File: config.mk
export PLATFORM = sky130hd
export DESIGN_NAME = gocc_regs
export DESIGN_NICKNAME = d
export VERILOG_FILES = /design/src/rtl/core/gocc_pkg.sv /design/src/rtl/core/gocc_regs.sv
export SDC_FILE = /design/constraint.sdc
export NUM_CORES = 1
export LEC_CHECK = 0
export ABC_AREA = 1
export BUFFER_PORTS_ARGS = -buffer_cell sky130_fd_sc_hd__clkbuf_2
export CAP_MARGIN = 5
export CORE_MARGIN = 5
export CORE_UTILIZATION = 39
export CTS_CLUSTER_SIZE = 10
export DETAILED_ROUTE_END_ITERATION = 7
export PLACE_DENSITY = 0.86
export SKIP_LAST_GASP = 1
export SLEW_MARGIN = 10
export SYNTH_ARGS = -nofsm -noshare
export SYNTH_HDL_FRONTEND = slang
export SYNTH_SLANG_ARGS = --single-unit
export TNS_END_PERCENT = 5
File: constraint.sdc
create_clock -name clk_i -period 1 [get_ports clk_i]
set_clock_uncertainty 0.05 [all_clocks]
set_input_delay 0.15 -clock clk_i [delete_from_list [all_inputs] [get_ports clk_i]]
set_output_delay 0.15 -clock clk_i [all_outputs]
set_load 0.02 [all_outputs]
File: src/rtl/core/gocc_pkg.sv
// shared types, constants and helpers for the grid obstacle clearance check unit
// no dependencies; imported by every module of the block but gocc_ram
package gocc_pkg;

  // parameter defaults
  localparam int MAX_ROWS_DEF   = 256;
  localparam int MAX_COLS_DEF   = 256;
  localparam int MAX_RADIUS_DEF = 15;

  // fixed field widths
  localparam int POS_W   = 9;  // grid size registers and window positions
  localparam int COORD_W = 8;  // row and col of an input word
  localparam int RAD_W   = 4;  // radius register
  localparam int SQ_W    = 2 * RAD_W;
  localparam int PADDR_W = 4;
  localparam int PDATA_W = 32;

  // register indexes (paddr[3:2])
  localparam logic [1:0] REG_ROWS  = 2'd0;
  localparam logic [1:0] REG_COLS  = 2'd1;
  localparam logic [1:0] REG_RAD   = 2'd2;
  localparam logic [1:0] REG_SHAPE = 2'd3;

  // register reset values
  localparam logic [POS_W-1:0] ROWS_RST  = 9'd256;
  localparam logic [POS_W-1:0] COLS_RST  = 9'd256;
  localparam logic [RAD_W-1:0] RAD_RST   = 4'd0;
  localparam logic             SHAPE_RST = 1'b1;

  localparam logic SHAPE_SQUARE = 1'b0;

  typedef enum logic [1:0] {
    KIND_WRITE   = 2'd0,
    KIND_QUERY   = 2'd1,
    KIND_INFLATE = 2'd2
  } kind_e;

  typedef struct packed {
    logic [POS_W-1:0] rows;
    logic [POS_W-1:0] cols;
    logic [RAD_W-1:0] radius;
    logic             shape;
  } cfg_t;

  typedef struct packed {
    logic valid;
    logic blocked;
    logic status;
  } res_t;

  function automatic logic [SQ_W-1:0] sq(input logic [RAD_W-1:0] v);
    return SQ_W'(v) * SQ_W'(v);
  endfunction

endpackage

File: src/rtl/core/gocc_regs.sv
// apb configuration registers: grid size, radius and window shape
// depends on gocc_pkg
module gocc_regs import gocc_pkg::*; (
  input  logic               clk_i,
  input  logic               rst_ni,
  input  logic               psel,
  input  logic               penable,
  input  logic               pwrite,
  input  logic [PADDR_W-1:0] paddr,
  input  logic [PDATA_W-1:0] pwdata,
  output logic [PDATA_W-1:0] prdata,
  output logic               pready,
  output cfg_t               cfg_o
);

  cfg_t cfg_q;
  logic wr_en;

  assign pready = 1'b1;
  assign wr_en  = psel && penable && pwrite;

  always_ff @(posedge clk_i or negedge rst_ni) begin
    if (!rst_ni) begin
      cfg_q.rows   <= ROWS_RST;
      cfg_q.cols   <= COLS_RST;
      cfg_q.radius <= RAD_RST;
      cfg_q.shape  <= SHAPE_RST;
    end else if (wr_en) begin
      case (paddr[3:2])
        REG_ROWS:  cfg_q.rows   <= pwdata[POS_W-1:0];
        REG_COLS:  cfg_q.cols   <= pwdata[POS_W-1:0];
        REG_RAD:   cfg_q.radius <= pwdata[RAD_W-1:0];
        REG_SHAPE: cfg_q.shape  <= pwdata[0];
        default: ;
      endcase
    end
  end

  always_comb begin
    case (paddr[3:2])
      REG_ROWS:  prdata = PDATA_W'(cfg_q.rows);
      REG_COLS:  prdata = PDATA_W'(cfg_q.cols);
      REG_RAD:   prdata = PDATA_W'(cfg_q.radius);
      REG_SHAPE: prdata = PDATA_W'(cfg_q.shape);
      default:   prdata = '0;
    endcase
  end

  assign cfg_o = cfg_q;

endmodule

# [After elaboration in Yosys (flattened, before gate mapping)]
# Index checks and enable logic that the tools add are counted.
[totals] register_bits=23 wordCells=15
[classes] n_eq_ne=3 mux=1 reduce_logical=7
[ops] operator="case mux 32 bit (4 select lines)" n=1
[ops] operator="AND reduction 2 bit" n=4
[ops] operator="== test 2 bit, second input constant" n=2
[ops] operator="== test 2 x 1 -> 1 bit, second input constant" n=1
[ops] operator="logical AND 1 bit" n=2
[ops] operator="zero test 2 bit" n=1

# [Logic depth before layout (Yosys ltp)]
# Gate-level depths: netlist of the first run.
[logic_depth] word_depth=3 mapped_depth=6 ltp_nobuf=6

# [Least setup slack after synthesis of the first run]
# No wires, ideal clock.
[synth_timing] kind="flip-flop to output port" startpoint="register cfg_q (netlist bit cfg_o[0])" endpoint="output port prdata[0]" t_arrival_ps=852 path_slack_ps=-52 path_stages_with_launch=3 path_buffers=0 cell_sequence="dfstp_2 nand3_1 nand4_1"
[synth_via] elab_chain_len=1
[synth_rtl] element="from (decl)" line_no="gocc_regs.sv:16" text="cfg_t cfg_q;"
[synth_rtl] element="case mux 32 bit (4 select lines)" line_no="gocc_regs.sv:40" text="case (paddr[3:2])"
[synth_rtl] element="to (decl)" line_no="gocc_regs.sv:11" text="output logic [PDATA_W-1:0] prdata,"
# No other way between the ends. The select of a mux whose other input is x is not followed.

# [Worst setup path after layout of the first run]
# Ends and elaborated chain as after synthesis.

==> flow_summary.yaml, run 1 <==
run_status:
  status: "complete, but fails checks"
  violations: "setup timing"
final_layout:
  fin_nets: 279
  nFillCells: 315
  largest_reg_flops: 23
  finalNonFillerCells: 281
  multi_input_area_um2: 580.6
  n_antenna_cell: 0
  syn_to_final_growth_pct: 30.45
  seqCellArea_um2: 579.3
  drive_gt1_share_pct: 32.91
placed_design:
  dp_hpwl_um: 2467
  place.gp.congestion: 0.8268
  dp_cells: 274
  dpl_worst_slack_ns: -0.1185
  port_buffers: 47
cts:
  path_clk_slew_ns: 0.13
  post_cts_buffers: 0
  cts_tree: "yes"
  numCtsBuffers: 3
  cts-root-buf: "clkbuf_4"
  insertion_delay_ns: 0.30
  cts_sinks: 23
  h-tree-depth: 1
  clockBufferDepth: 2
die:
  start_util_pct: 41.05
  die_h_um: 67.15
  rows: 20
  die_w_um: 67.15
  core_um2: 3103
  io_pins: 97
  die_area_um2: 4509
setup_path:
  r2r_cells: 3
  path_delay_family: "flip-flops"
  cp_data_required_time_ns: 0.80
  crit_chain: "nand3_2 -> nand4_1 -> clkbuf_8"
  endpoint_kind: "output port"
  worst-path-max-fanout: 2
  start_kind: "flip-flop"
  critical_path.max_stage_delay_ns: 0.56
  critPathSlowestCell: "dfstp_2"
  cp.depth: 3
  worstSetupPathType: "flip-flop to output port"
  cp_data_arrival_time_ns: 1.16
  crit_buf_inv: 1
detailed_routing:
  vias_per_cell: 4.238
  drt_iter0_drc: 31
  first_pass_iters: 4
  drtAntennaViolNets: 0
  drc_errors: 0
  wire_per_inst_um: 11.52
  vias: 1191
  routed_wl_um: 3237
timing:
  fmax_mhz: 735.7
  post-route-period-util_pct: 135.9
  slew_viol_final: 0
  rsz0062_at_grt: "true"
  finalCriticalPeriod_ns: 1.359
  fin_ws_ns: -0.3593
  hold_viol_final: 0
  setup_viol: 32
  whs_ns: 0.01558
yosys:
  synth_cell_type_count: 15
  ys_warn_count: 0
  synth-seq-cells: 23
  ys_seq_area_share_pct: 45.48
  synthTopCellsByArea: "dfrtp_1 39%, nand2_1 29%, buf_4 14%"
  syn_avg_cell_area_um2: 7.492
  synth_area_leader_cell: "dfrtp_1"
  syn-instance-count: 170
  netlist_area_um2: 1274
  yosysTopAreaCellShare_pct: 39.29
power:
  p_per_area_nw_per_um2: 1667
  p_leak_nw: 1.004
  peakVddDrop_mv: 1.035
grt:
  grt_pass1_vias: 1188
  grt_use_total_pct: 15.42
  overflow: 0
  grt_pass1_wl_um: 5216
  grt_max_degree: 24
  antenna_found_initial: 0
hold_path:
  worstHoldPathCells: 3
  holdCritPathClass: "primary input to flip-flop"
run:
  drv_cap: 0
-- worst min-delay path, delay by kind of cell --
family,cells,cell delay [ns]
buffers and inverters,1,0.09
AND/OR/NAND/NOR,2,0.09
-- synth_stat cells (all sizes together) --
library cell	number
dfstp	3
conb	2
nor2	6
nand4	1
o21ai	1
buf	24
nand3	7
dfrtp	20
nand2	101
inv	5
-- final timing paths --
| path | start | to | slack [ns] |
|---|---|---|---|
| hold / removal | pwdata[5] | cfg_o[19]$_DFFE_PN0P_ | 0.02 |
| max in group asynchronous | rst_ni | cfg_o[13]$_DFFE_PN1P_ | 0.30 |
| setup reg to reg | cfg_o[0]$_DFFE_PN1P_ | cfg_o[0]$_DFFE_PN1P_ | 0.12 |
| setup / recovery | cfg_o[0]$_DFFE_PN1P_ | prdata[0] | -0.36 |
| hold reg to reg | cfg_o[13]$_DFFE_PN1P_ | cfg_o[13]$_DFFE_PN1P_ | 0.43 |
| min in group asynchronous | rst_ni | cfg_o[4]$_DFFE_PN0P_ | 0.31 |
-- power breakdown --
| part | leakage (nW) | internal [mW] | switching [mW] |
|---|---|---|---|
| Sequential | 0.285 | 1.14 | 0.141 |
| Clock | 0.0150 | 0.155 | 0.261 |
| Combinational | 0.703 | 0.359 | 0.716 |
| Total | 1.00 | 1.65 | 1.12 |
-- stage by stage --
stage | TNS, ns | utilization [%] | power, mW | area [um^2]
6_report | -4.470 | 53.55 | 2.770 | 1662
5_1_grt | -6.120 | 53.55 | 2.952 | 1662
4_1_cts | -4.842 | 53.55 | 2.797 | 1662
3_5_place_dp | -2.627 | 51.45 | 2.360 | 1597
3_3_place_gp | -2.122 | 51.45 | 2.332 | 1597
2_1_floorplan | -0.03077 | - | 1.980 | 1361
-- layer usage --
layer	global-route usage, %	wire [um]	vias up
met4	4.557	16	0
met2	29.69	1748	39
met3	2.329	222	2
li1	-	-	610
met5	0	0	-
met1	17.26	1250	540
-- cell families after synthesis --
kind of cell	share of synthesized area, %
AOI/OAI and AO/OA	0.3926
buffers and inverters	15.82
DFF	45.48
other	0.5896
and+or+nand+nor	37.72
-- cell type report --
cell class,instances,area share [%]
multi-input cells,140,34.94
flip-flops and latches,23,34.86
repair buffers,65,24.02
well taps,44,3.313
clock buffers,4,1.581
inverters,5,1.280
-- cells in the final DEF, fill, tap and decap left out --
cell type      count
buf_12             1
buf_4             14
clkbuf_1           1
clkbuf_2          46
clkbuf_4           3
clkbuf_8           1
conb_1            24
dfrtp_1           20
dfstp_2            3
dlygate4sd3_1      3
inv_1              3
inv_2              1
inv_4              1
nand2_1           97
nand2_2            3
nand2_4            1
nand3_1            6
nand3_2            1
nand4_1            1
nor2_1             3
nor2_4             3
o21ai_0            1
-- timing repair --
item | in CTS | in global routing
hold endpoints to repair | 23 | 0
setup endpoints to repair | 32 | 32
hold buffers | 3 | 0
gates resized for setup | 2 | 0
Power figures use the tool's default switching activity.
==> run 2: changes to the inputs <==
ABC_AREA = not set   (was 1)
==> run 2 against run 1 <==
Compared with the run above:
- the flow still finishes with violations (setup timing)
- global-route usage is 2.6 points lower
- combinational power is 29% higher
- critical path type unchanged
- largest power group is now combinational cells
- clock power is 2% lower
- cell count is 23% lower
- non-clock buffer count is 7 higher
- critical endpoint unchanged
- largest cell class unchanged
- setup slack worse by 0.16 ns
- via count is 22% lower
- first-iteration DRC count is 61% lower
==> flow_summary.yaml, run 2 <==
setup_path:
  critPathLaunch: "cfg_o[1]$_DFFE_PN0P_"
  endpoint: "prdata[0]"
  r2r_cells: 2
  rr_startpoint: "cfg_o[5]$_DFFE_PN0P_"
  cp_data_arrival_time_ns: 1.32
  r2r_end: "cfg_o[5]$_DFFE_PN0P_"
  cp_data_required_time_ns: 0.80
  start_kind: "flip-flop"
  reg2reg_slack_ns: 0.04
  worstSetupPathType: "flip-flop to output port"
  endpoint_kind: "output port"
  worst-path-max-fanout: 2
final_layout:
  nFillCells: 275
  largest_reg_flops: 23
  drive_gt1_share_pct: 63.58
  finalNonFillerCells: 217
  fin_nets: 215
  multi_input_area_um2: 589.3
  mostFrequentLayoutCell: "clkbuf_2"
  seqCellArea_um2: 583.1
  layout_common_cells: "45 x clkbuf_2, 24 x conb_1, 24 x buf_4"
  syn_to_final_growth_pct: 34.29
  n_antenna_cell: 0
  final_core_util_pct: 55.24
yosys:
  synth_common_cells: "24 x buf_4, 20 x dfrtp_1, 19 x mux2_2, 8 x mux2i_1, 6 x nor2_1"
  synth-seq-cells: 23
  synth_edf_count: 0
  synthArstFlopShare_pct: 100.0
  synth_area_leader_cell: "dfrtp_1"
  synth_most_common_cell: "buf_4"
  synthTopCellsByArea: "dfrtp_1 40%, mux2_2 17%, buf_4 14%"
  syn-instance-count: 103
  netlist_area_um2: 1266
  yosysTopAreaCellShare_pct: 39.53
  syn_avg_cell_area_um2: 12.29
  ys_warn_count: 0
  synth_top_flop_cell: "dfrtp_1"
  synth_cell_type_count: 18
  ys_seq_area_share_pct: 45.75
cts:
  cts_tree: "yes"
  cts-root-buf: "clkbuf_4"
  numCtsBuffers: 3
  insertion_delay_ns: 0.29
  h-tree-depth: 1
  clockBufferDepth: 2
  post_cts_buffers: 0
  path_clk_slew_ns: 0.12
  cts_sinks: 23
placed_design:
  dp_cells: 212
  place.gp.congestion: 0.7512
  port_buffers: 47
  dp_hpwl_um: 2408
timing:
  rsz0062_at_grt: "true"
  slew_viol_final: 0
  fin_ws_ns: -0.5227
  finalCriticalPeriod_ns: 1.523
  post-route-period-util_pct: 152.3
  whs_ns: 0.04404
  hold_viol_final: 0
  fmax_mhz: 656.7
  setup_viol: 47
power:
  total_power_mw: 3.117
  peakVddDrop_mv: 1.079
  p_per_area_nw_per_um2: 1833
  p_leak_nw: 0.9000
die:
  core_um2: 3078
  die_area_um2: 4486
  io_pins: 97
  start_util_pct: 41.14
  rows: 20
  die_w_um: 66.98
  die_h_um: 66.98
grt:
  grt_use_total_pct: 12.84
  grt_util_met3_pct: 2.530
  overflow: 0
  grt_max_degree: 13
  grt_pass1_vias: 956
  busiest_layer: "met2"
  met1_usage_pct: 17.02
  grt_pass1_wl_um: 4409
  met2_usage_pct: 20.92
  antenna_found_initial: 0
run_status:
  status: "complete, but fails checks"
  violations: "setup timing"
detailed_routing:
  first_pass_iters: 4
  drt_iter0_drc: 12
  drtAntennaViolNets: 0
  drc_errors: 0
  routed_wl_um: 2804
  vias_per_cell: 4.258
  wire_per_inst_um: 12.92
  vias: 924
run:
  drv_cap: 0
hold_path:
  worst_hold_startpoint: "pwdata[6]"
  holdCritPathClass: "primary input to flip-flop"
==> run 2: worst min path at each step <==
stage                     cells after the start  slack, ns                    end
final                                         2       0.04  cfg_o[20]$_DFFE_PN0P_
after floorplan                               0      -0.20  cfg_o[10]$_DFFE_PN0P_
after global placement                        1      -0.05  cfg_o[19]$_DFFE_PN0P_
after CTS                                     2       0.03  cfg_o[20]$_DFFE_PN0P_
after global routing                          2       0.02  cfg_o[11]$_DFFE_PN0P_
after detailed placement                      1      -0.05  cfg_o[19]$_DFFE_PN0P_
==> run 2: worst max-delay path, cell delays in order, from the launching register on <==
cell	delay [ns]
dfrtp_2	0.42
mux4_2	0.46
buf_6	0.15
==> run 2: through the flow <==
step	setup slack (ns)	TNS [ns]	area, um^2
after floorplan	-0.1769	-4.854	1374
after global placement	-0.3209	-8.140	1655
after detailed placement	-0.3779	-8.970	1655
after CTS	-0.5452	-6.686	1694
after global routing	-0.5740	-8.917	1700
final	-0.5227	-6.243	1700
==> run 2: report_power, final <==
group / switching [mW] / internal (mW)
Sequential: 0.143 / 1.17
Combinational: 0.784 / 0.611
Clock: 0.253 / 0.155
Total: 1.18 / 1.94
==> run 2: layout make-up <==
cell class,instances,area share (%)
Multi-Input combinational cell,74,34.66
Tap cell,44,3.238
Sequential cell,23,34.29
Timing Repair Buffer,72,26.27
Clock buffer,4,1.545
==> run 2: logic make-up after synthesis <==
kind of cell    count (synthesis)  share of synthesized area [%]
flops                          23                          45.75
other cells                     2                         0.5931
simple gates                   15                          7.016
buf+inv                        28                          15.71
compound gates                  3                          1.185
mux                            32                          29.74
==> run 2: timing repair <==
action / CTS / global route
pin swaps: 0 / 0
hold buffers: 1 / 0
hold endpoints to repair: 21 / 0
resized for setup: 1 / 4
endpoints found under the setup margin: 47 / 49
==> run 2: layer usage <==
layer,share of wire (%),wire (um)
met2,45,1270
met1,42,1180
met4,0.32,9
met5,0,0
met3,12,343
