## src/rtl/core/gocc_pkg.sv

```systemverilog
// shared types, constants and helpers for the grid obstacle clearance check unit
// no dependencies; imported by every module of the block but gocc_ram
package gocc_pkg;

  // parameter defaults
  localparam int MAX_ROWS_DEF   = 256;
  localparam int MAX_COLS_DEF   = 256;
  localparam int MAX_RADIUS_DEF = 15;

  // fixed field widths
  localparam int POS_W   = 9;  // grid size registers and window positions
  localparam int COORD_W = 8;  // row and col of an input word
  localparam int RAD_W   = 4;  // radius register
  localparam int SQ_W    = 2 * RAD_W;
  localparam int PADDR_W = 4;
  localparam int PDATA_W = 32;

  // register indexes (paddr[3:2])
  localparam logic [1:0] REG_ROWS  = 2'd0;
  localparam logic [1:0] REG_COLS  = 2'd1;
  localparam logic [1:0] REG_RAD   = 2'd2;
  localparam logic [1:0] REG_SHAPE = 2'd3;

  // register reset values
  localparam logic [POS_W-1:0] ROWS_RST  = 9'd256;
  localparam logic [POS_W-1:0] COLS_RST  = 9'd256;
  localparam logic [RAD_W-1:0] RAD_RST   = 4'd0;
  localparam logic             SHAPE_RST = 1'b1;

  localparam logic SHAPE_SQUARE = 1'b0;

  typedef enum logic [1:0] {
    KIND_WRITE   = 2'd0,
    KIND_QUERY   = 2'd1,
    KIND_INFLATE = 2'd2
  } kind_e;

  typedef struct packed {
    logic [POS_W-1:0] rows;
    logic [POS_W-1:0] cols;
    logic [RAD_W-1:0] radius;
    logic             shape;
  } cfg_t;

  typedef struct packed {
    logic valid;
    logic blocked;
    logic status;
  } res_t;

  function automatic logic [SQ_W-1:0] sq(input logic [RAD_W-1:0] v);
    return SQ_W'(v) * SQ_W'(v);
  endfunction

endpackage

```

## src/rtl/core/gocc_walk.sv

```systemverilog
// window sequencer: bounds check, window walk over the map ram, one cell per cycle,
// distance compare for circular windows, used by queries only; depends on gocc_pkg
module gocc_walk import gocc_pkg::*; #(
  parameter int MAX_ROWS   = MAX_ROWS_DEF,
  parameter int MAX_COLS   = MAX_COLS_DEF,
  parameter int MAX_RADIUS = MAX_RADIUS_DEF,
  localparam int RW = $clog2(MAX_ROWS),
  localparam int CW = $clog2(MAX_COLS),
  localparam int AW = RW + CW
) (
  input  logic               clk_i,
  input  logic               rst_ni,
  input  cfg_t               cfg_i,
  input  logic               start_i,
  input  logic [1:0]         kind_i,
  input  logic [COORD_W-1:0] row_i,
  input  logic [COORD_W-1:0] col_i,
  input  logic               cell_free_i,
  output logic               idle_o,
  output res_t               res_o,
  input  logic               res_take_i,
  output logic               mem_we_o,
  output logic [AW-1:0]      mem_addr_o,
  output logic               mem_wdata_o,
  input  logic               mem_rdata_i
);

  typedef enum logic [2:0] {
    ST_IDLE,
    ST_WRITE,
    ST_WALK,
    ST_FLUSH,
    ST_DONE
  } state_e;

  state_e           state_q;
  logic [1:0]       kind_q;
  logic [POS_W-1:0] x_q, y_q, i_q, j_q, c0_q, r1_q, c1_q;
  logic             free_q, blk_q, sts_q, chk_q;

  logic [POS_W-1:0] nr, nc, x9, y9, dd, r0, c0, r1, c1, rhi, chi;
  logic [RAD_W-1:0] d, di, dj;
  logic             outside, in_win, last_col;

  // clip the size registers to what the map holds and the radius to MAX_RADIUS
  always_comb begin
    nr = (int'(cfg_i.rows) > MAX_ROWS) ? POS_W'(MAX_ROWS) : cfg_i.rows;
    nc = (int'(cfg_i.cols) > MAX_COLS) ? POS_W'(MAX_COLS) : cfg_i.cols;
    d  = (int'(cfg_i.radius) > MAX_RADIUS) ? RAD_W'(MAX_RADIUS) : cfg_i.radius;
  end

  // window bounds, clamped on both sides
  always_comb begin
    x9  = POS_W'(row_i);
    y9  = POS_W'(col_i);
    dd  = POS_W'(d);
    outside = (x9 >= nr) || (y9 >= nc);
    r0  = (x9 >= dd) ? x9 - dd : '0;
    c0  = (y9 >= dd) ? y9 - dd : '0;
    rhi = x9 + dd;
    chi = y9 + dd;
    r1  = (rhi > nr - 1'b1) ? nr - 1'b1 : rhi;
    c1  = (chi > nc - 1'b1) ? nc - 1'b1 : chi;
  end

  // distance test for the current cell
  always_comb begin
    di = RAD_W'((i_q >= x_q) ? i_q - x_q : x_q - i_q);
    dj = RAD_W'((j_q >= y_q) ? j_q - y_q : y_q - j_q);
    in_win = (cfg_i.shape == SHAPE_SQUARE) ||
             ((SQ_W + 1)'(sq(di)) + (SQ_W + 1)'(sq(dj)) <= (SQ_W + 1)'(sq(d)));
  end

  assign last_col = (j_q == c1_q);

  always_ff @(posedge clk_i or negedge rst_ni) begin
    if (!rst_ni) begin
      state_q <= ST_IDLE;
      kind_q  <= '0;
      x_q     <= '0;
      y_q     <= '0;
      i_q     <= '0;
      j_q     <= '0;
      c0_q    <= '0;
      r1_q    <= '0;
      c1_q    <= '0;
      free_q  <= 1'b0;
      blk_q   <= 1'b0;
      sts_q   <= 1'b0;
      chk_q   <= 1'b0;
    end else begin
      chk_q <= (state_q == ST_WALK) && (kind_q == KIND_QUERY) && in_win;
      // read data of the cell issued last cycle
      if (chk_q && !mem_rdata_i) begin
        blk_q <= 1'b1;
      end
      case (state_q)
        ST_IDLE: begin
          if (start_i) begin
            kind_q <= kind_i;
            x_q    <= x9;
            y_q    <= y9;
            free_q <= cell_free_i;
            i_q    <= r0;
            j_q    <= c0;
            c0_q   <= c0;
            r1_q   <= r1;
            c1_q   <= c1;
            blk_q  <= 1'b0;
            sts_q  <= 1'b0;
            if (kind_i != KIND_WRITE && kind_i != KIND_QUERY && kind_i != KIND_INFLATE) begin
              state_q <= ST_DONE;
            end else if (outside) begin
              sts_q   <= 1'b1;
              state_q <= ST_DONE;
            end else if (kind_i == KIND_WRITE) begin
              state_q <= ST_WRITE;
            end else begin
              state_q <= ST_WALK;
            end
          end
        end
        ST_WRITE: begin
          state_q <= ST_DONE;
        end
        ST_WALK: begin
          if (last_col) begin
            j_q <= c0_q;
            if (i_q == r1_q) begin
              state_q <= ST_FLUSH;
            end else begin
              i_q <= i_q + 1'b1;
            end
          end else begin
            j_q <= j_q + 1'b1;
          end
        end
        ST_FLUSH: begin
          state_q <= ST_DONE;
        end
        ST_DONE: begin
          if (res_take_i) begin
            state_q <= ST_IDLE;
          end
        end
        default: begin
          state_q <= ST_IDLE;
        end
      endcase
    end
  end

  always_comb begin
    mem_we_o    = (state_q == ST_WRITE) ||
                  ((state_q == ST_WALK) && (kind_q == KIND_INFLATE));
    mem_wdata_o = (state_q == ST_WRITE) ? free_q : 1'b0;
    if (state_q == ST_WRITE) begin
      mem_addr_o = {RW'(x_q), CW'(y_q)};
    end else begin
      mem_addr_o = {RW'(i_q), CW'(j_q)};
    end
  end

  assign idle_o        = (state_q == ST_IDLE);
  assign res_o.valid   = (state_q == ST_DONE);
  assign res_o.blocked = blk_q;
  assign res_o.status  = sts_q;

endmodule
```

## config.mk

```make
export PLATFORM = sky130hd
export DESIGN_NAME = gocc_walk
export DESIGN_NICKNAME = d
export VERILOG_FILES = /design/src/rtl/core/gocc_pkg.sv /design/src/rtl/core/gocc_walk.sv
export SDC_FILE = /design/constraint.sdc
export NUM_CORES = 1
export LEC_CHECK = 0
export ABC_CLOCK_PERIOD_IN_PS = 11290
export BUFFER_PORTS_ARGS = -buffer_cell sky130_fd_sc_hd__buf_2
export CAP_MARGIN = 20
export CORE_ASPECT_RATIO = 1.4
export CORE_MARGIN = 8
export CORE_UTILIZATION = 40
export CTS_BUF_LIST = sky130_fd_sc_hd__clkbuf_4
export CTS_CLUSTER_DIAMETER = 100
export DETAILED_ROUTE_END_ITERATION = 10
export SLEW_MARGIN = 20
export SYNTH_ARGS = -nofsm -noshare
export SYNTH_HDL_FRONTEND = slang
export SYNTH_SLANG_ARGS = --single-unit
```

## constraint.sdc

```tcl
create_clock -name clk_i -period 11.29 [get_ports clk_i]
set_clock_uncertainty 0.15 [all_clocks]
set_input_delay 0.5645 -clock clk_i [delete_from_list [all_inputs] [get_ports clk_i]]
set_output_delay 0.5645 -clock clk_i [all_outputs]
set_load 0.02 [all_outputs]
```

# After elaboration in Yosys (flattened, before gate mapping)
# Index checks and enable logic that the tools add are counted.
dict set report op_classes {
  n_addsub 13
  multipliers 3
  n_lt_le_gt_ge 11
  n_eq_ne 15
  muxes 30
  n_bitwise 1
  reduce_logical 19
}
# op n
set op_table {}
lappend op_table {{two-way mux 9 bit} 11}
lappend op_table {{one-hot mux 9 bit (2 select lines)} 2}
lappend op_table {{multiplier 4 x 4 -> 8 bit} 3}
lappend op_table {{adder 8 x 4 -> 9 bit} 2}
lappend op_table {{adder 9 x 1 -> 9 bit (second input constant)} 2}
lappend op_table {{== test 9 bit} 2}
lappend op_table {{>= comparator 8 x 9 -> 1 bit} 2}
lappend op_table {{>= comparator 9 x 8 -> 1 bit} 2}
lappend op_table {{> comparator 9 bit} 2}
lappend op_table {{> comparator 9 bit (second input constant)} 2}
lappend op_table {{two-way mux 3 bit} 6}
lappend op_table {{subtractor 8 x 4 -> 9 bit} 2}
lappend op_table {{subtractor 9 x 1 -> 9 bit (second input constant)} 2}
lappend op_table {{>= comparator 8 x 4 -> 1 bit} 2}
lappend op_table {{two-way mux 16 bit} 1}
lappend op_table {{subtractor 4 bit} 4}
lappend op_table {{one-hot mux 3 bit (4 select lines)} 1}
lappend op_table {{adder 8 x 8 -> 9 bit} 1}
lappend op_table {{less-or-equal comparator 9 x 8 -> 1 bit} 1}
lappend op_table {{two-way mux 4 bit} 2}
lappend op_table {{!= test 2 bit (second input constant)} 4}
lappend op_table {{AND reduction 4 bit} 2}
lappend op_table {{== test 3 x 2 -> 1 bit (second input constant)} 2}
lappend op_table {{logical AND 1 bit} 6}
lappend op_table {{15 further kinds} 26}
dict set report word_totals {
  ff_bits 70
  input_bits 47
  word_cells 105
}

# Logic depth before layout (Yosys ltp)
dict set report logic_depth {
  ltp_word 8
  ltp_mapped 26
  mapped_depth_nobuf 25
}

# Worst setup path after synthesis
# No wires, ideal clock.
dict set report synth_timing {
  kind {register -> register}
  from {register j_q[2]}
  to {register chk_q}
  setup_time_ns 0.104
  arrival_time_ns 5.742
  required_time_ns 11.036
  slack_ns 5.295
  path_stages_with_launch 24
  n_path_buf 1
  synth_period_minus_slack_ns 5.995
  path_cell_list {dfrtp_1 ha_1 clkbuf_1 a21oi_1 o21ai_1 a21oi_1 mux2i_1 xnor2_1 nand2b_1 fa_1 fa_1 fa_1 inv_1 fa_1 ha_1 fa_1 a21o_1 a21oi_1 xnor2_1 ha_1 nand2_1 nor4_1 nor2_1 a221oi_1}
}
dict set report synth_via {
  elab_chain_len 7
}
# item line_no
set synth_lines {}
lappend synth_lines {{start, declared} gocc_walk.sv:38} ;# logic [POS_W-1:0] x_q, y_q, i_q, j_q, c0_q, r1_q, c1_q;
lappend synth_lines {{start signal, assigned} gocc_walk.sv:128} ;# j_q <= c0_q;
lappend synth_lines {{start signal, assigned} gocc_walk.sv:135} ;# j_q <= j_q + 1'b1;
lappend synth_lines {{>= comparator 9 x 8 -> 1 bit / subtractor 4 bit (equally long branches)} gocc_walk.sv:69} ;# dj = RAD_W'((j_q >= y_q) ? j_q - y_q : y_q - j_q);
lappend synth_lines {{two-way mux 4 bit *} gocc_walk.sv:69}
lappend synth_lines {{multiplier 4 x 4 -> 8 bit *} gocc_pkg.sv:52} ;# return SQ_W'(v) * SQ_W'(v);
lappend synth_lines {{adder 8 x 8 -> 9 bit *} gocc_walk.sv:71} ;# ((SQ_W + 1)'(sq(di)) + (SQ_W + 1)'(sq(dj)) <= (SQ_W + 1)'(sq(d)));
lappend synth_lines {{less-or-equal comparator 9 x 8 -> 1 bit *} gocc_walk.sv:71}
lappend synth_lines {{logical OR 1 bit *} gocc_walk.sv:70} ;# in_win = (cfg_i.shape == SHAPE_SQUARE) ||
lappend synth_lines {{logical AND 1 bit *} gocc_walk.sv:92} ;# chk_q <= (state_q == ST_WALK) && (kind_q == KIND_QUERY) && in_win;
lappend synth_lines {{end signal, assigned} gocc_walk.sv:92}
lappend synth_lines {{end, declared} gocc_walk.sv:39} ;# logic free_q, blk_q, sts_q, chk_q;
# Every way passes the cells marked *; elsewhere a longest branch is shown, timed or not.
# A chain may end at the register's enable or synchronous reset.

# Worst setup path after layout
dict set report layout_timing {
  from {register j_q[6]}
  to {register chk_q}
}
dict set report layout_via {
  elab_chain_len 7
}
# item line_no
set layout_lines {}
lappend layout_lines {{>= comparator 9 x 8 -> 1 bit} gocc_walk.sv:69}
lappend layout_lines {{two-way mux 4 bit} gocc_walk.sv:69}
lappend layout_lines {{multiplier 4 x 4 -> 8 bit} gocc_pkg.sv:52}
lappend layout_lines {{adder 8 x 8 -> 9 bit} gocc_walk.sv:71}
lappend layout_lines {{less-or-equal comparator 9 x 8 -> 1 bit} gocc_walk.sv:71}
lappend layout_lines {{logical OR 1 bit} gocc_walk.sv:70}
lappend layout_lines {{logical AND 1 bit} gocc_walk.sv:92}
# No other way between the ends.

==> impl_metrics.env <==
export IMPL_worst_setup_path_start_kind="register"
export IMPL_rows=59
export IMPL_vias_per_cell=5.29
export IMPL_drtIter0Drc=232
export IMPL_path_buf_inv=1
export IMPL_ctsHtreeMaxLevel=3
export IMPL_fin_nets=1120
export IMPL_whs_ps=104
export IMPL_gp_congestion=0.846
export IMPL_cts_num_sinks=70
export IMPL_fp_dieH_um=179
export IMPL_numCtsBuffers=9
export IMPL_cts_tree="built"
export IMPL_outcome="finished, final reports clean"
export IMPL_post_synth_inst_count=903
export IMPL_worst_path_dominant_cell_family="adder cells"
export IMPL_hp_class="input pin to async pin"
export IMPL_path_cells="ha_1 -> a21oi_1 -> o221ai_1 -> a21oi_1 -> mux2i_1 -> xnor2_1 -> nand2b_1 -> fa_1 -> fa_1 -> fa_1 -> inv_1 -> fa_1 -> ha_1 -> fa_1 -> a21o_1 -> a21oi_1 -> xnor2_1 -> ha_1 -> nand2_1 -> nor4_1 -> nor2_1 -> a221oi_1"
export IMPL_cts_root_buf="clkbuf_4"
export IMPL_synthArstFlopShare=1.00
export IMPL_path_common_cell="fa_1"
export IMPL_netlist_area_um2=7550
export IMPL_drive_gt1_frac=0.124
export IMPL_hold_violations=0
export IMPL_worst_pin_slew_ps=945
export IMPL_finalCriticalPeriod_ps=6420
export IMPL_finalSetupViolations=0
export IMPL_max_freq_mhz=156
export IMPL_vias=6350
export IMPL_final_area_um2=8170
export IMPL_worst_path_max_fanout=7
export IMPL_post_cts_resized=0
export IMPL_critPathSlowestCell="fa_1"
export IMPL_cap_violations=0
export IMPL_synth_seq_cells=70
export IMPL_die_area_um2=23600
export IMPL_postPlaceCellArea_um2=8050
export IMPL_synth_edff_count=0
export IMPL_cp_arrival_ps=6600
export IMPL_nFillCells=1906
export IMPL_ys_warn_count=0
export IMPL_gr_total_overflow=0
export IMPL_io_buffers=68
export IMPL_worstSkewPairLatency_ps=430
export IMPL_grt_setup_unrepaired="no"
export IMPL_maxSlewViolCount=0
export IMPL_ys_seq_area_frac=0.232
export IMPL_fin_crit_sh=0.569
export IMPL_area_growth_pct=8.32
export IMPL_ioPinCount=69
export IMPL_grt_max_degree=71
export IMPL_grt_pass1_wl_um=32900
export IMPL_multi_input_area_um2=5310
export IMPL_wl_um=19500
export IMPL_worstSetupEndpointType="register"
export IMPL_route_detailed_drc=0
export IMPL_track_usage=0.170
export IMPL_post_cts_buffers=0
export IMPL_slew_headroom=0.370
export IMPL_ant_nets=0
export IMPL_cp_slowest_stage_delay_ps=560
export IMPL_avgSynthCellArea_um2=8.36
export IMPL_wire_per_inst_um=16.2
export IMPL_grt_pass1_vias=6676
export IMPL_firstDrtPassIters=4
export IMPL_clkTransAtPathRegs_ps=130
export IMPL_ys_flop_type="dfrtp_1"
export IMPL_synth_fp_nets=1073
export IMPL_hold_buffers=0
export IMPL_regArea_um2=1750
export IMPL_synth_cell_type_count=62
export IMPL_crit_type="register to register"
export IMPL_initial_utilization=0.407
export IMPL_tns_ps=0
export IMPL_dpl_hpwl_um=15600
export IMPL_die_w_um=132
export IMPL_core_area_um2=18500
export IMPL_antenna_found_initial=1
export IMPL_clock_path_buffers=2
export IMPL_required_ps=11470
==> cell type report <==
class / instances / share of cell area
Inverter: 82 / 0.0377
Clock inverter: 7 / 0.00597
Multi-Input combinational cell: 714 / 0.650
Antenna cell: 1 / 0.000306
Sequential cell: 70 / 0.214
Tap cell: 244 / 0.0373
Clock buffer: 9 / 0.00827
Timing Repair Buffer: 73 / 0.0465
==> stage by stage <==
stage               setup slack, ps  instances   util
floorplan                      5290        903      -
global placement               5060       1183  0.434
detailed placement             4880       1183  0.434
CTS                            4840       1199  0.441
global route                   4250       1200  0.441
finish                         4870       1200  0.441
==> layout by cell type, fill, tap and decap left out, types with 4 or more instances in the layout <==
cell type	count
o31ai_1	6
a21oi_1	48
nor2_1	65
xnor2_1	42
nor2b_1	6
buf_2	67
a221o_1	4
o221ai_1	4
nor3_1	17
ha_1	104
and3_1	11
and2_1	11
nand3b_1	4
o21a_1	8
clkbuf_4	9
a22o_1	11
a211oi_1	6
mux2i_1	15
buf_4	6
inv_1	82
a31oi_1	6
nand2_1	95
dfrtp_1	70
fa_1	19
o211ai_1	10
nand3_1	19
nand4_1	7
nor4_1	6
nand2b_1	34
mux2_2	11
xor2_1	20
a21o_1	19
o21ai_0	55
or3_1	4
==> path summary, 6_finish.rpt <==
| kind | start | endpoint | slack [ps] | cells after the start |
|---|---|---|---|---|
| setup / recovery | j_q[6] | chk_q | 4870 | 22 |
| hold / removal | rst_ni | r1_q[3] | 100 | 1 |
| setup reg to reg | j_q[6] | chk_q | 4870 | 22 |
| hold reg to reg | free_q | free_q | 340 | 2 |
| max in group asynchronous | rst_ni | chk_q | 10270 | 1 |
| min in group clk_i | cell_free_i | free_q | 160 | 3 |
==> logic make-up (layout without fill, tap and decap cells) <==
logic type	Yosys count	after routing	share of synthesized area
and+or+nand+nor	299	299	0.196
AOI/OAI and AO/OA	203	203	0.172
adders and majority gates	123	123	0.223
buffers and inverters	119	171	0.0672
DFF	70	70	0.232
xor gates and xnor gates	62	62	0.0720
muxes	27	27	0.0383
other	0	1	0
==> cell usage after synthesis (all sizes together), types with 20 or more instances <==
library cell | n | share of area
ha | 104 | 0.17
clkbuf | 22 | 0.014
o21ai | 58 | 0.039
nand2 | 95 | 0.047
nand2b | 34 | 0.028
xnor2 | 42 | 0.049
nor2 | 67 | 0.034
xor2 | 20 | 0.023
dfrtp | 70 | 0.23
inv | 82 | 0.041
a21oi | 50 | 0.033
==> metal layers <==
layer / vias up / GRT usage / part of all wire
met5: - / 0 / 0
met4: 0 / 0.0696 / 0.023
met3: 29 / 0.0169 / 0.022
met2: 106 / 0.301 / 0.49
met1: 2980 / 0.207 / 0.47
li1: 3235 / - / -
==> sequential cells by signal (all words and copies together) (netlist names) <==
name / flops
i_q: 9
j_q: 9
y_q: 8
c0_q: 9
state_q: 3
x_q: 8
free_q: 1
r1_q: 9
blk_q: 1
sts_q: 1
kind_q: 2
chk_q: 1
c1_q: 9
Power is left out: the tool's default activity adds up to more than one toggle a clock period on the data nets, which glitch-free logic cannot reach.
